[src/hdl/tcw_ram.sv]
module tcw_ram #(
  parameter int WIDTH = 8,
  parameter int DEPTH = 16
) (
  input  logic                     clk_i,
  input  logic                     we_i,
  input  logic [$clog2(DEPTH)-1:0] waddr_i,
  input  logic [WIDTH-1:0]         wdata_i,
  input  logic [$clog2(DEPTH)-1:0] raddr_i,
  output logic [WIDTH-1:0]         rdata_o
);

  logic [WIDTH-1:0] mem_q [DEPTH];
  logic [WIDTH-1:0] rdata_q;

  // One write port and one registered read port.
  always_ff @(posedge clk_i) begin
    if (we_i) begin
      mem_q[waddr_i] <= wdata_i;
    end
    rdata_q <= mem_q[raddr_i];
  end

  assign rdata_o = rdata_q;

endmodule

[config.mk]
export PLATFORM = sky130hd
export DESIGN_NAME = tcw_ram
export DESIGN_NICKNAME = d
export VERILOG_FILES = /design/src/hdl/tcw_ram.sv
export SDC_FILE = /design/constraint.sdc
export NUM_CORES = 1
export LEC_CHECK = 0
export BUFFER_PORTS_ARGS = -buffer_cell sky130_fd_sc_hd__buf_2
export CORE_AREA = 3 3 132 122
export DETAILED_ROUTE_END_ITERATION = 7
export DIE_AREA = 0 0 135 125
export PLACE_DENSITY = 0.61
export SLEW_MARGIN = 5
export SYNTH_ARGS = -nofsm -noshare
export SYNTH_HDL_FRONTEND = slang
export SYNTH_SLANG_ARGS = --single-unit
[constraint.sdc]
create_clock -name clk_i -period 1.8 [get_ports clk_i]
set_input_delay 0.27 -clock clk_i [delete_from_list [all_inputs] [get_ports clk_i]]
set_output_delay 0.27 -clock clk_i [all_outputs]
set_load 0.03 [all_outputs]
==> flow_summary.toml <==
[run_status]
status = "finished, final reports clean"

[cts]
cts_root_buf = "clkbuf_16"
clock_path_buffers = 2
clk_pin_slew_worst_paths_ps = 60
cts_setup_buffers = 0
hold_buffers = 0
cts_tree = "done"
cts_resized = 0
cts_sinks = 136
htree_levels = 4
clk_latency_ps = 410
cts_buffers = 17

[worst_setup_path]
startpoint = "raddr_i[0]"
cp_max_fo = 14
crit_arrival_ps = 1720
cp-end-kind = "flop"
path_class = "input pin to flop"
worstSetupStartpointType = "input pin"
r2r-start = "mem_q[9][1]$_DFFE_PP_"
cp_data_required_time_ps = 2070

[route]
drt-total-wl_um = 9930
avgRoutedWirePerCell_um = 19.9
vias_per_cell = 4.91
ant_nets = 0
via_count = 2449
drc = 0
first_iter_violations = 285
dr.pass1.iters = 4

[sta]
setup_ws_ps = 348
hold_violations = 0
final-setup-viol-count = 0
period_minus_slack_ps = 1450
slew_headroom = 0.726
timing.final.crit_share = 0.807
fmax_mhz = 689
worst_pin_slew_ps = 411
hold_ws_ps = 245
clock_skew_ps = 12.2
rsz0062_at_grt = "no"
final-max-slew-violation-count = 0

[pwr]
power_density_mw_per_mm2 = 1190
irDropWorstVdd_v = 0.000670
leakage_nw = 2.13

[die]
initial_core_util = 0.351
dieWidth_um = 135
die_area_mm2 = 0.0169
num_io_pins = 26
rows = 42
core-area_mm2 = 0.0147
die_h_um = 125

[yosys]
yosysUniqueCellTypes = 19
syn_area_mm2 = 0.00515
syn_area_per_cell_um2 = 22.5
synth_nets = 247
synth-seq-cells = 136
netlist_instances = 229
yosysWarnings = 0
synth-seq-area-share = 0.778

[grt]
grt_overflow = 0
antenna_found_initial = 0
grt_start_max_net_pins = 19
grt_pass1_wl_um = 15400
grt_pass1_vias = 2616
grt.total_usage = 0.125

[cells_and_area]
antennaDiodeCount = 0
areaGrowthSynthToFinish_pct = 21.5
drive_gt1_frac = 0.322
fillCellCount = 1273
nets = 306
layout_commonest_cell = "edfxtp_1"
final_util = 0.427
final_cell_mix = "edfxtp_1, buf_2, buf_4"

[placed_design]
place.gp.congestion = 0.800
dp_hpwl_um = 6260
pre_cts_ws_ps = -67.4
portBuffers = 25

[worst_hold_path]
hp-start = "wdata_i[1]"
hold_class = "input pin to flop"

[run]
drv_cap = 0
==> synth_stat cells <==
library cell / number / area [um2]
buf_6: 3 / 33.8
a22oi_1: 16 / 120
and2_1: 1 / 6.26
nand3b_1: 2 / 15.0
nand3_1: 1 / 5.00
nor2_1: 13 / 48.8
edfxtp_1: 128 / 3840
and2b_1: 1 / 7.51
mux4_2: 18 / 405
clkdlybuf4s25_2: 3 / 30.0
dfxtp_1: 8 / 160
nand2b_1: 2 / 12.5
buf_4: 1 / 7.51
buf_2: 3 / 15.0
nor2b_1: 1 / 6.26
or3b_2: 1 / 8.76
nor3_1: 4 / 20.0
mux4_1: 14 / 368
nand2_1: 9 / 33.8
==> layer usage <==
| metal | vias to the layer above | routed length (um) | track usage |
|---|---|---|---|
| li1 | 1094 | - | - |
| met1 | 1286 | 4640 | 0.177 |
| met2 | 67 | 4600 | 0.185 |
| met3 | 2 | 670 | 0.0378 |
| met4 | 0 | 17 | 0.0427 |
| met5 | - | 0 | 0 |
==> cell families after synthesis <==
| logic type | synth area share |
|---|---|
| AOI/OAI and AO/OA | 0.0233 |
| DFF | 0.778 |
| muxes | 0.150 |
| buffers and inverters | 0.0168 |
| and+or+nand+nor | 0.0318 |
==> worst paths after layout <==
kind | end | cells past startpoint | slack, ps
setup / recovery | rdata_o[1]$_DFF_P_ | 5 | 350
hold / removal | mem_q[3][1]$_DFFE_PP_ | 1 | 250
setup reg to reg | rdata_o[1]$_DFF_P_ | 3 | 370
hold reg to reg | rdata_o[3]$_DFF_P_ | 3 | 670
==> sequential cells by signal (all words and copies together), names as in the netlist <==
signal	cells
mem_q	128
rdata_o	8
==> cell type report <==
type                    count  area [um2]  share of cell area
repair buffers             50         338              0.0540
well taps                 198         248              0.0396
flip-flops and latches    136        4000               0.640
clock inverters            15         183              0.0292
clock buffers              17         425              0.0680
multi-input cells          83        1060               0.169
==> where the power goes <==
group	switching (mW)	internal [mW]	leakage [nW]	total, mW
Clock	1.24	2.29	0.293	3.54
Combinational	0.224	0.149	0.611	0.374
Sequential	0.0196	3.54	1.22	3.56
==> metrics by stage <==
stage	cell area, um2	TNS, ps	total power, mW	std cells
floorplan	5150	0	3.84	229
detailed placement	5650	-67.4	4.00	467
CTS	6250	0	7.53	499
global placement	5650	-52.2	4.00	467
global route	6250	0	7.70	499
finish	6250	0	7.47	499
==> worst max-delay path, stage by stage <==
cell and delay, ps:
buf_2 120, buf_4 280, mux4_1 590, a22oi_1 350, nand2_1 100
No activity file was read; power rests on OpenSTA's default activity.
