--- config.mk ---
export PLATFORM = sky130hd
export DESIGN_NAME = tcw_palette
export DESIGN_NICKNAME = d
export VERILOG_FILES = /design/src/hdl/tcw_pkg.sv /design/src/hdl/tcw_ram.sv /design/src/hdl/tcw_palette.sv
export SDC_FILE = /design/constraint.sdc
export NUM_CORES = 2
export LEC_CHECK = 0
export CAP_MARGIN = 20
export CORE_MARGIN = 5
export CORE_UTILIZATION = 45
export CTS_CLUSTER_SIZE = 10
export DETAILED_ROUTE_END_ITERATION = 6
export DONT_BUFFER_PORTS = 1
export RECOVER_POWER = 25
export SYNTH_ARGS = -nofsm -noshare
export SYNTH_HDL_FRONTEND = slang
export SYNTH_SLANG_ARGS = --single-unit
--- constraint.sdc ---
create_clock -name clk_i -period 4.1 [get_ports clk_i]
set_clock_uncertainty 0.15 [all_clocks]
set_input_delay 0.205 -clock clk_i [delete_from_list [all_inputs] [get_ports clk_i]]
set_output_delay 0.205 -clock clk_i [all_outputs]
set_load 0.005 [all_outputs]
--- src/hdl/tcw_pkg.sv ---
package tcw_pkg;

  // Command codes carried in the cmd field of an input item.
  localparam logic [1:0] CMD_WRITE = 2'd0;
  localparam logic [1:0] CMD_SET   = 2'd1;
  localparam logic [1:0] CMD_CLEAR = 2'd2;
  localparam logic [1:0] CMD_READ  = 2'd3;

  // Status codes returned with every result item.
  localparam logic [1:0] STAT_OK         = 2'd0;
  localparam logic [1:0] STAT_OUTSIDE    = 2'd1;
  localparam logic [1:0] STAT_NOT_STORED = 2'd2;

  // Configuration register indexes.
  localparam int unsigned CFG_IDX_W = 3;
  localparam logic [CFG_IDX_W-1:0] CFG_ORIGIN_COL = 3'd0;
  localparam logic [CFG_IDX_W-1:0] CFG_ORIGIN_ROW = 3'd1;
  localparam logic [CFG_IDX_W-1:0] CFG_LINE_LIMIT = 3'd2;
  localparam logic [CFG_IDX_W-1:0] CFG_ROW_LIMIT  = 3'd3;
  localparam logic [CFG_IDX_W-1:0] CFG_FG_COLOR   = 3'd4;
  localparam logic [CFG_IDX_W-1:0] CFG_BG_COLOR   = 3'd5;

  // Register reset values.
  localparam logic [6:0]  RST_ORIGIN_COL = 7'd5;
  localparam logic [5:0]  RST_ORIGIN_ROW = 6'd1;
  localparam logic [6:0]  RST_LINE_LIMIT = 7'd76;
  localparam logic [5:0]  RST_ROW_LIMIT  = 6'd32;
  localparam logic [31:0] RST_FG_COLOR   = 32'hFFFF_FF00;
  localparam logic [31:0] RST_BG_COLOR   = 32'h0000_0000;
  localparam logic [7:0]  RST_CURSOR_COL = 8'd24;
  localparam logic [7:0]  RST_CURSOR_ROW = 8'd16;

  // Character codes with special meaning.
  localparam logic [7:0] CHAR_SPACE = 8'h20;
  localparam logic [7:0] CHAR_TILDE = 8'h7E;
  localparam logic [7:0] CHAR_CR    = 8'h0D;
  localparam logic [7:0] CHAR_LF    = 8'h0A;

  typedef struct packed {
    logic [1:0] cmd;
    logic [7:0] ch;
    logic [6:0] pos_x;
    logic [6:0] pos_y;
  } in_item_t;

  typedef struct packed {
    logic [7:0]  cell_col;
    logic [7:0]  cell_row;
    logic [7:0]  cell_char;
    logic [4:0]  cell_palette;
    logic [31:0] cell_fg;
    logic [31:0] cell_bg;
    logic [1:0]  status;
  } out_item_t;

  // Requests from the sequencer to the palette cache.
  typedef struct packed {
    logic lookup;
    logic slot_reset;
  } pal_ctrl_t;

  // Status from the palette cache back to the sequencer.
  typedef struct packed {
    logic busy;
    logic done;
  } pal_stat_t;

endpackage

--- src/hdl/tcw_ram.sv ---
module tcw_ram #(
  parameter int WIDTH = 8,
  parameter int DEPTH = 16
) (
  input  logic                     clk_i,
  input  logic                     we_i,
  input  logic [$clog2(DEPTH)-1:0] waddr_i,
  input  logic [WIDTH-1:0]         wdata_i,
  input  logic [$clog2(DEPTH)-1:0] raddr_i,
  output logic [WIDTH-1:0]         rdata_o
);

  logic [WIDTH-1:0] mem_q [DEPTH];
  logic [WIDTH-1:0] rdata_q;

  // One write port and one registered read port.
  always_ff @(posedge clk_i) begin
    if (we_i) begin
      mem_q[waddr_i] <= wdata_i;
    end
    rdata_q <= mem_q[raddr_i];
  end

  assign rdata_o = rdata_q;

endmodule

--- src/hdl/tcw_palette.sv ---
module tcw_palette import tcw_pkg::*; #(
  parameter int SLOTS = 32
) (
  input  logic                     clk_i,
  input  logic                     rst_ni,
  input  pal_ctrl_t                ctrl_i,
  input  logic [31:0]              fg_i,
  input  logic [31:0]              bg_i,
  input  logic [$clog2(SLOTS)-1:0] rd_idx_i,
  output pal_stat_t                stat_o,
  output logic [$clog2(SLOTS)-1:0] idx_o,
  output logic [31:0]              rd_fg_o,
  output logic [31:0]              rd_bg_o
);

  localparam int PW = $clog2(SLOTS);

  logic             busy_q;
  logic [PW:0]      cnt_q;
  logic             cmp_vld_q;
  logic [PW-1:0]    cmp_idx_q;
  logic [PW-1:0]    next_slot_q;
  logic [SLOTS-1:0] valid_q;
  logic             rd_ok_q;
  logic [PW-1:0]    raddr;
  logic [63:0]      ram_rdata;
  logic [63:0]      entry;
  logic             hit;
  logic             miss;
  logic             done;
  logic             issue;

  // Entries never written read as zero.
  assign entry = rd_ok_q ? ram_rdata : '0;

  // The one comparator checks the entry read in the previous cycle.
  assign hit   = cmp_vld_q && (entry == {fg_i, bg_i});
  assign miss  = cmp_vld_q && !hit && (cmp_idx_q == PW'(SLOTS - 1));
  assign done  = hit || miss;
  assign issue = busy_q && !done && (cnt_q < (PW + 1)'(SLOTS));
  assign raddr = busy_q ? cnt_q[PW-1:0] : rd_idx_i;

  assign stat_o.busy = busy_q;
  assign stat_o.done = done;
  assign idx_o       = hit ? cmp_idx_q : next_slot_q;
  assign rd_fg_o     = entry[63:32];
  assign rd_bg_o     = entry[31:0];

  tcw_ram #(
    .WIDTH (64),
    .DEPTH (SLOTS)
  ) u_ram (
    .clk_i   (clk_i),
    .we_i    (miss),
    .waddr_i (next_slot_q),
    .wdata_i ({fg_i, bg_i}),
    .raddr_i (raddr),
    .rdata_o (ram_rdata)
  );

  // Search sequencer, valid bits and round-robin slot pointer.
  always_ff @(posedge clk_i or negedge rst_ni) begin
    if (!rst_ni) begin
      busy_q      <= 1'b0;
      cnt_q       <= '0;
      cmp_vld_q   <= 1'b0;
      cmp_idx_q   <= '0;
      next_slot_q <= '0;
      valid_q     <= '0;
      rd_ok_q     <= 1'b0;
    end else begin
      rd_ok_q <= ({1'b0, raddr} < (PW + 1)'(SLOTS)) && valid_q[raddr];
      if (ctrl_i.lookup) begin
        busy_q    <= 1'b1;
        cnt_q     <= '0;
        cmp_vld_q <= 1'b0;
      end else if (busy_q) begin
        if (done) begin
          busy_q <= 1'b0;
        end
        cmp_vld_q <= issue;
        cmp_idx_q <= cnt_q[PW-1:0];
        if (issue) begin
          cnt_q <= cnt_q + 1'b1;
        end
      end
      if (miss) begin
        valid_q[next_slot_q] <= 1'b1;
        next_slot_q <= (next_slot_q == PW'(SLOTS - 1)) ? '0 : next_slot_q + 1'b1;
      end else if (ctrl_i.slot_reset) begin
        next_slot_q <= '0;
      end
    end
  end

  // The slot pointer always names a real entry.
  a_slot_range: assert property (@(posedge clk_i) disable iff (!rst_ni)
    {1'b0, next_slot_q} < (PW + 1)'(SLOTS))
    else $error("palette slot pointer out of range");

  // A new entry is marked valid right after it is allocated.
  a_alloc_valid: assert property (@(posedge clk_i) disable iff (!rst_ni)
    miss |=> valid_q[$past(next_slot_q)])
    else $error("allocated palette entry not marked valid");

  // A lookup starts with a clean compare pipeline.
  a_start: assert property (@(posedge clk_i) disable iff (!rst_ni)
    ctrl_i.lookup |=> busy_q && !cmp_vld_q)
    else $error("palette lookup did not start cleanly");

endmodule

==> flow_summary.yaml <==
synth:
  yosys-mux-area-fraction: 0.142
  synth-xor-area-share: 0.00333
  synth_compound_area_frac: 0.0157
  yosys.area_share.simple: 0.0628
  netlist_area_um2: 84200
  ys_seq_elements: 2163
  synth_top_family_by_area: "multiplexers"
  yosysSeqAreaShare: 0.761
  yosys.area.top_type: "edfxtp_1"
  yosys.area.top_type_share: 0.730
  synthAdderAreaFrac: 0.000892
  synth_cell_types: 45
  syn_inst: 4361
  yosysWarnings: 0
  ys_top_cells_by_area: "edfxtp_1, mux4_2, nand2_1"
  syn-num-nets: 4440
  avgSynthCellArea_um2: 19.3
sta:
  tightest_slew_ps: 2220
  hold_viol_final: 0
  slew_violations: 1519
  setup_violations: 0
  setup_tns_ps: 0
  fmax_ghz: 0.249
  fin_crit_ps: 4020
  slew_headroom: -0.482
  period_share: 0.980
floorplan:
  pin_count: 144
  fp.dieW_um: 443
  die_h_um: 443
  dieArea_um2: 196000
  start_util: 0.453
  rows: 158
  coreArea_um2: 186000
global_route:
  overflow: 0
  grtUsageTotal: 0.252
  grt_max_degree: 93
  antenna_found_initial: 33
  grt_pass1_vias: 44100
  grt_pass1_wl_um: 348000
setup_path:
  r2r-start: "rd_ok_q"
  cp-start-kind: "flip-flop"
  critPathMaxStageDelay_ps: 540
  critical_path_buf_inv_count: 3
  critPathKind: "flip-flop to primary output"
  required_ps: 3740
  endpoint_kind: "primary output"
  r2r_cells: 14
  cp.arrival_ps: 3660
  cp_slowest_cell: "dfrtp_4"
  crit_chain: "buf_16, buf_4, nand4b_1, o22ai_2, o22ai_4, nor4_4, and4_4, buf_8, and2_4, mux2_4"
  r2r_slack_ps: 190
  r2r-end: "u_ram.mem_q[23][40]"
  cp_top_family: "simple AND/OR/NAND/NOR gates"
  path_max_fanout: 9
status:
  violations: "max-capacitance violations, max-slew violations"
  status: "complete, but fails checks"
job:
  cap_violations: 46
pwr:
  ir_worst_vdd_mv: 0.371
  power.density_nw_per_um2: 479
  p_leak_nw: 31.6
  power_w: 0.0464
clocking:
  cts_root_buffer: "clkbuf_16"
  cts_tree: "built"
  clockBufferDepth: 3
  cts_inserted_buffers: 236
  cts.reportedPaths.clkPinSlew_ps: 70
  clock_sinks: 2163
  cts-htree-levels: 4
  insertion_delay_ps: 880
min_path:
  min_to: "next_slot_q[4]"
  hold_path_startpoint: "bg_i[6]"
  min_path_cells: 6
  hp-class: "input port to flip-flop"
drt:
  drt_pass1_iterations: 6
  ant_nets: 0
  wirelength_um: 250000
  wl_per_cell_um: 34.2
  drt_iter0_drc: 5929
  drc: 0
  via_per_inst: 6.15
  vias: 44900
final_layout:
  n_fill_cell: 14800
  drive_gt1_frac: 0.220
  final_nets: 4730
  layout_commonest_cell: "edfxtp_1"
  areaGrowthSynthToFinish_pct: 15.0
  mostFrequentLayoutCells: "edfxtp_1, nand2_1, mux4_2"
placed_design:
  portBuffers: 0
  dp_hpwl_um: 143000
  place_congestion: 0.909
[sequential cells by signal, indices dropped and copies added, names as in the netlist]
| name | flops |
|---|---|
| u_ram.mem_q | 2048 |
| valid_q | 32 |
| cmp_idx_q | 5 |
| cnt_q | 6 |
| cmp_vld_q | 1 |
| next_slot_q | 5 |
| rd_ok_q | 1 |
| busy_q | 1 |
| u_ram.rdata_o | 64 |
[routing by layer]
metal  vias up  share of wire  global-route usage
li1      18200              -                   -
met1     23900           0.40               0.353
met2      2369           0.46               0.383
met3       437          0.097              0.0587
met4         8          0.050               0.105
met5         -        0.00022                   0
[report_power, final]
part           leakage, nW  switching, W  internal, W
Sequential            19.6      0.000153       0.0243
Combinational         8.78       0.00183      0.00118
Clock                 3.18       0.00829       0.0106
Total                 31.6        0.0103       0.0361
[cell type report]
type	instances	area [µm²]	area share
Clock inverter	16	193	0.00199
Sequential cell	2163	64100	0.662
Timing Repair Buffer	310	3610	0.0372
Multi-Input combinational cell	1934	19300	0.200
Inverter	6	22.5	0.000233
Clock buffer	371	6440	0.0665
Antenna cell	25	62.6	0.000646
Tap cell	2480	3100	0.0320
[metrics by stage]
step                hold WS, ps   util  cell area, µm²  instances  worst slack (ps)
global route               81.7  0.521           96800       7289             -31.5
CTS                       0.868  0.524           97500       7280              2.84
detailed placement         -235  0.476           88500       6738              50.6
floorplan                  -241      -           84200       4361               120
finish                     86.3  0.521           96800       7305              83.1
global placement           -235  0.474           88100       6724             -36.7
[tightest hold or removal path, delay by kind of cell]
family / cells / cell delay, ps
simple gates: 4 / 580
compound gates: 2 / 260
[synth_stat cells (all sizes together)]
cell type  number
a2111oi         1
a21o            1
a21oi           1
a221o           1
a31o           32
and2           66
and3           36
and3b           2
and4            1
buf           142
clkbuf        116
dfrtp          51
dfxtp          64
edfxtp       2048
ha              6
inv             6
mux2           16
mux2i           9
mux4          520
nand2         602
nand2b          3
nand3         340
nand4           4
nand4b         32
nor2            7
nor2b           6
nor3           38
nor3b           3
nor4            4
o211ai          8
o21a           33
o21ai          76
o22ai          48
o31ai           2
o32ai           1
or2             1
or3             2
xor2           32
[kinds of logic (layout without fill, tap and decap cells)]
kind of cell,after synthesis,after routing
other,0,25
buffers and inverters,264,703
adder cells (fa/ha/maj),6,6
XOR/XNOR,32,32
multiplexers,545,545
AND/OR/NAND/NOR,1147,1147
flip-flops,2163,2163
AO/OA/AOI/OAI,204,204
[repair_timing]
item,in CTS,in global routing
setup endpoints to repair,6,6
setup buffers,9,2
pin swaps,6,7
hold buffers,143,0
gates resized for setup,17,18
gates cloned,3,0
hold endpoints to repair,2150,0
[worst max-delay path by stage]
stage | start | end | depth (start not counted)
3_3_place_gp | rd_ok_q | u_ram.mem_q[7][25] | 9
5_1_grt | rd_ok_q | stat_o[0] | 10
2_1_floorplan | rd_ok_q | u_ram.mem_q[14][0] | 12
4_1_cts | rd_ok_q | idx_o[3] | 10
3_5_place_dp | rd_ok_q | u_ram.mem_q[23][15] | 12
6_report | rd_ok_q | idx_o[3] | 10
Note: power is estimated with default switching activity, not from simulation.
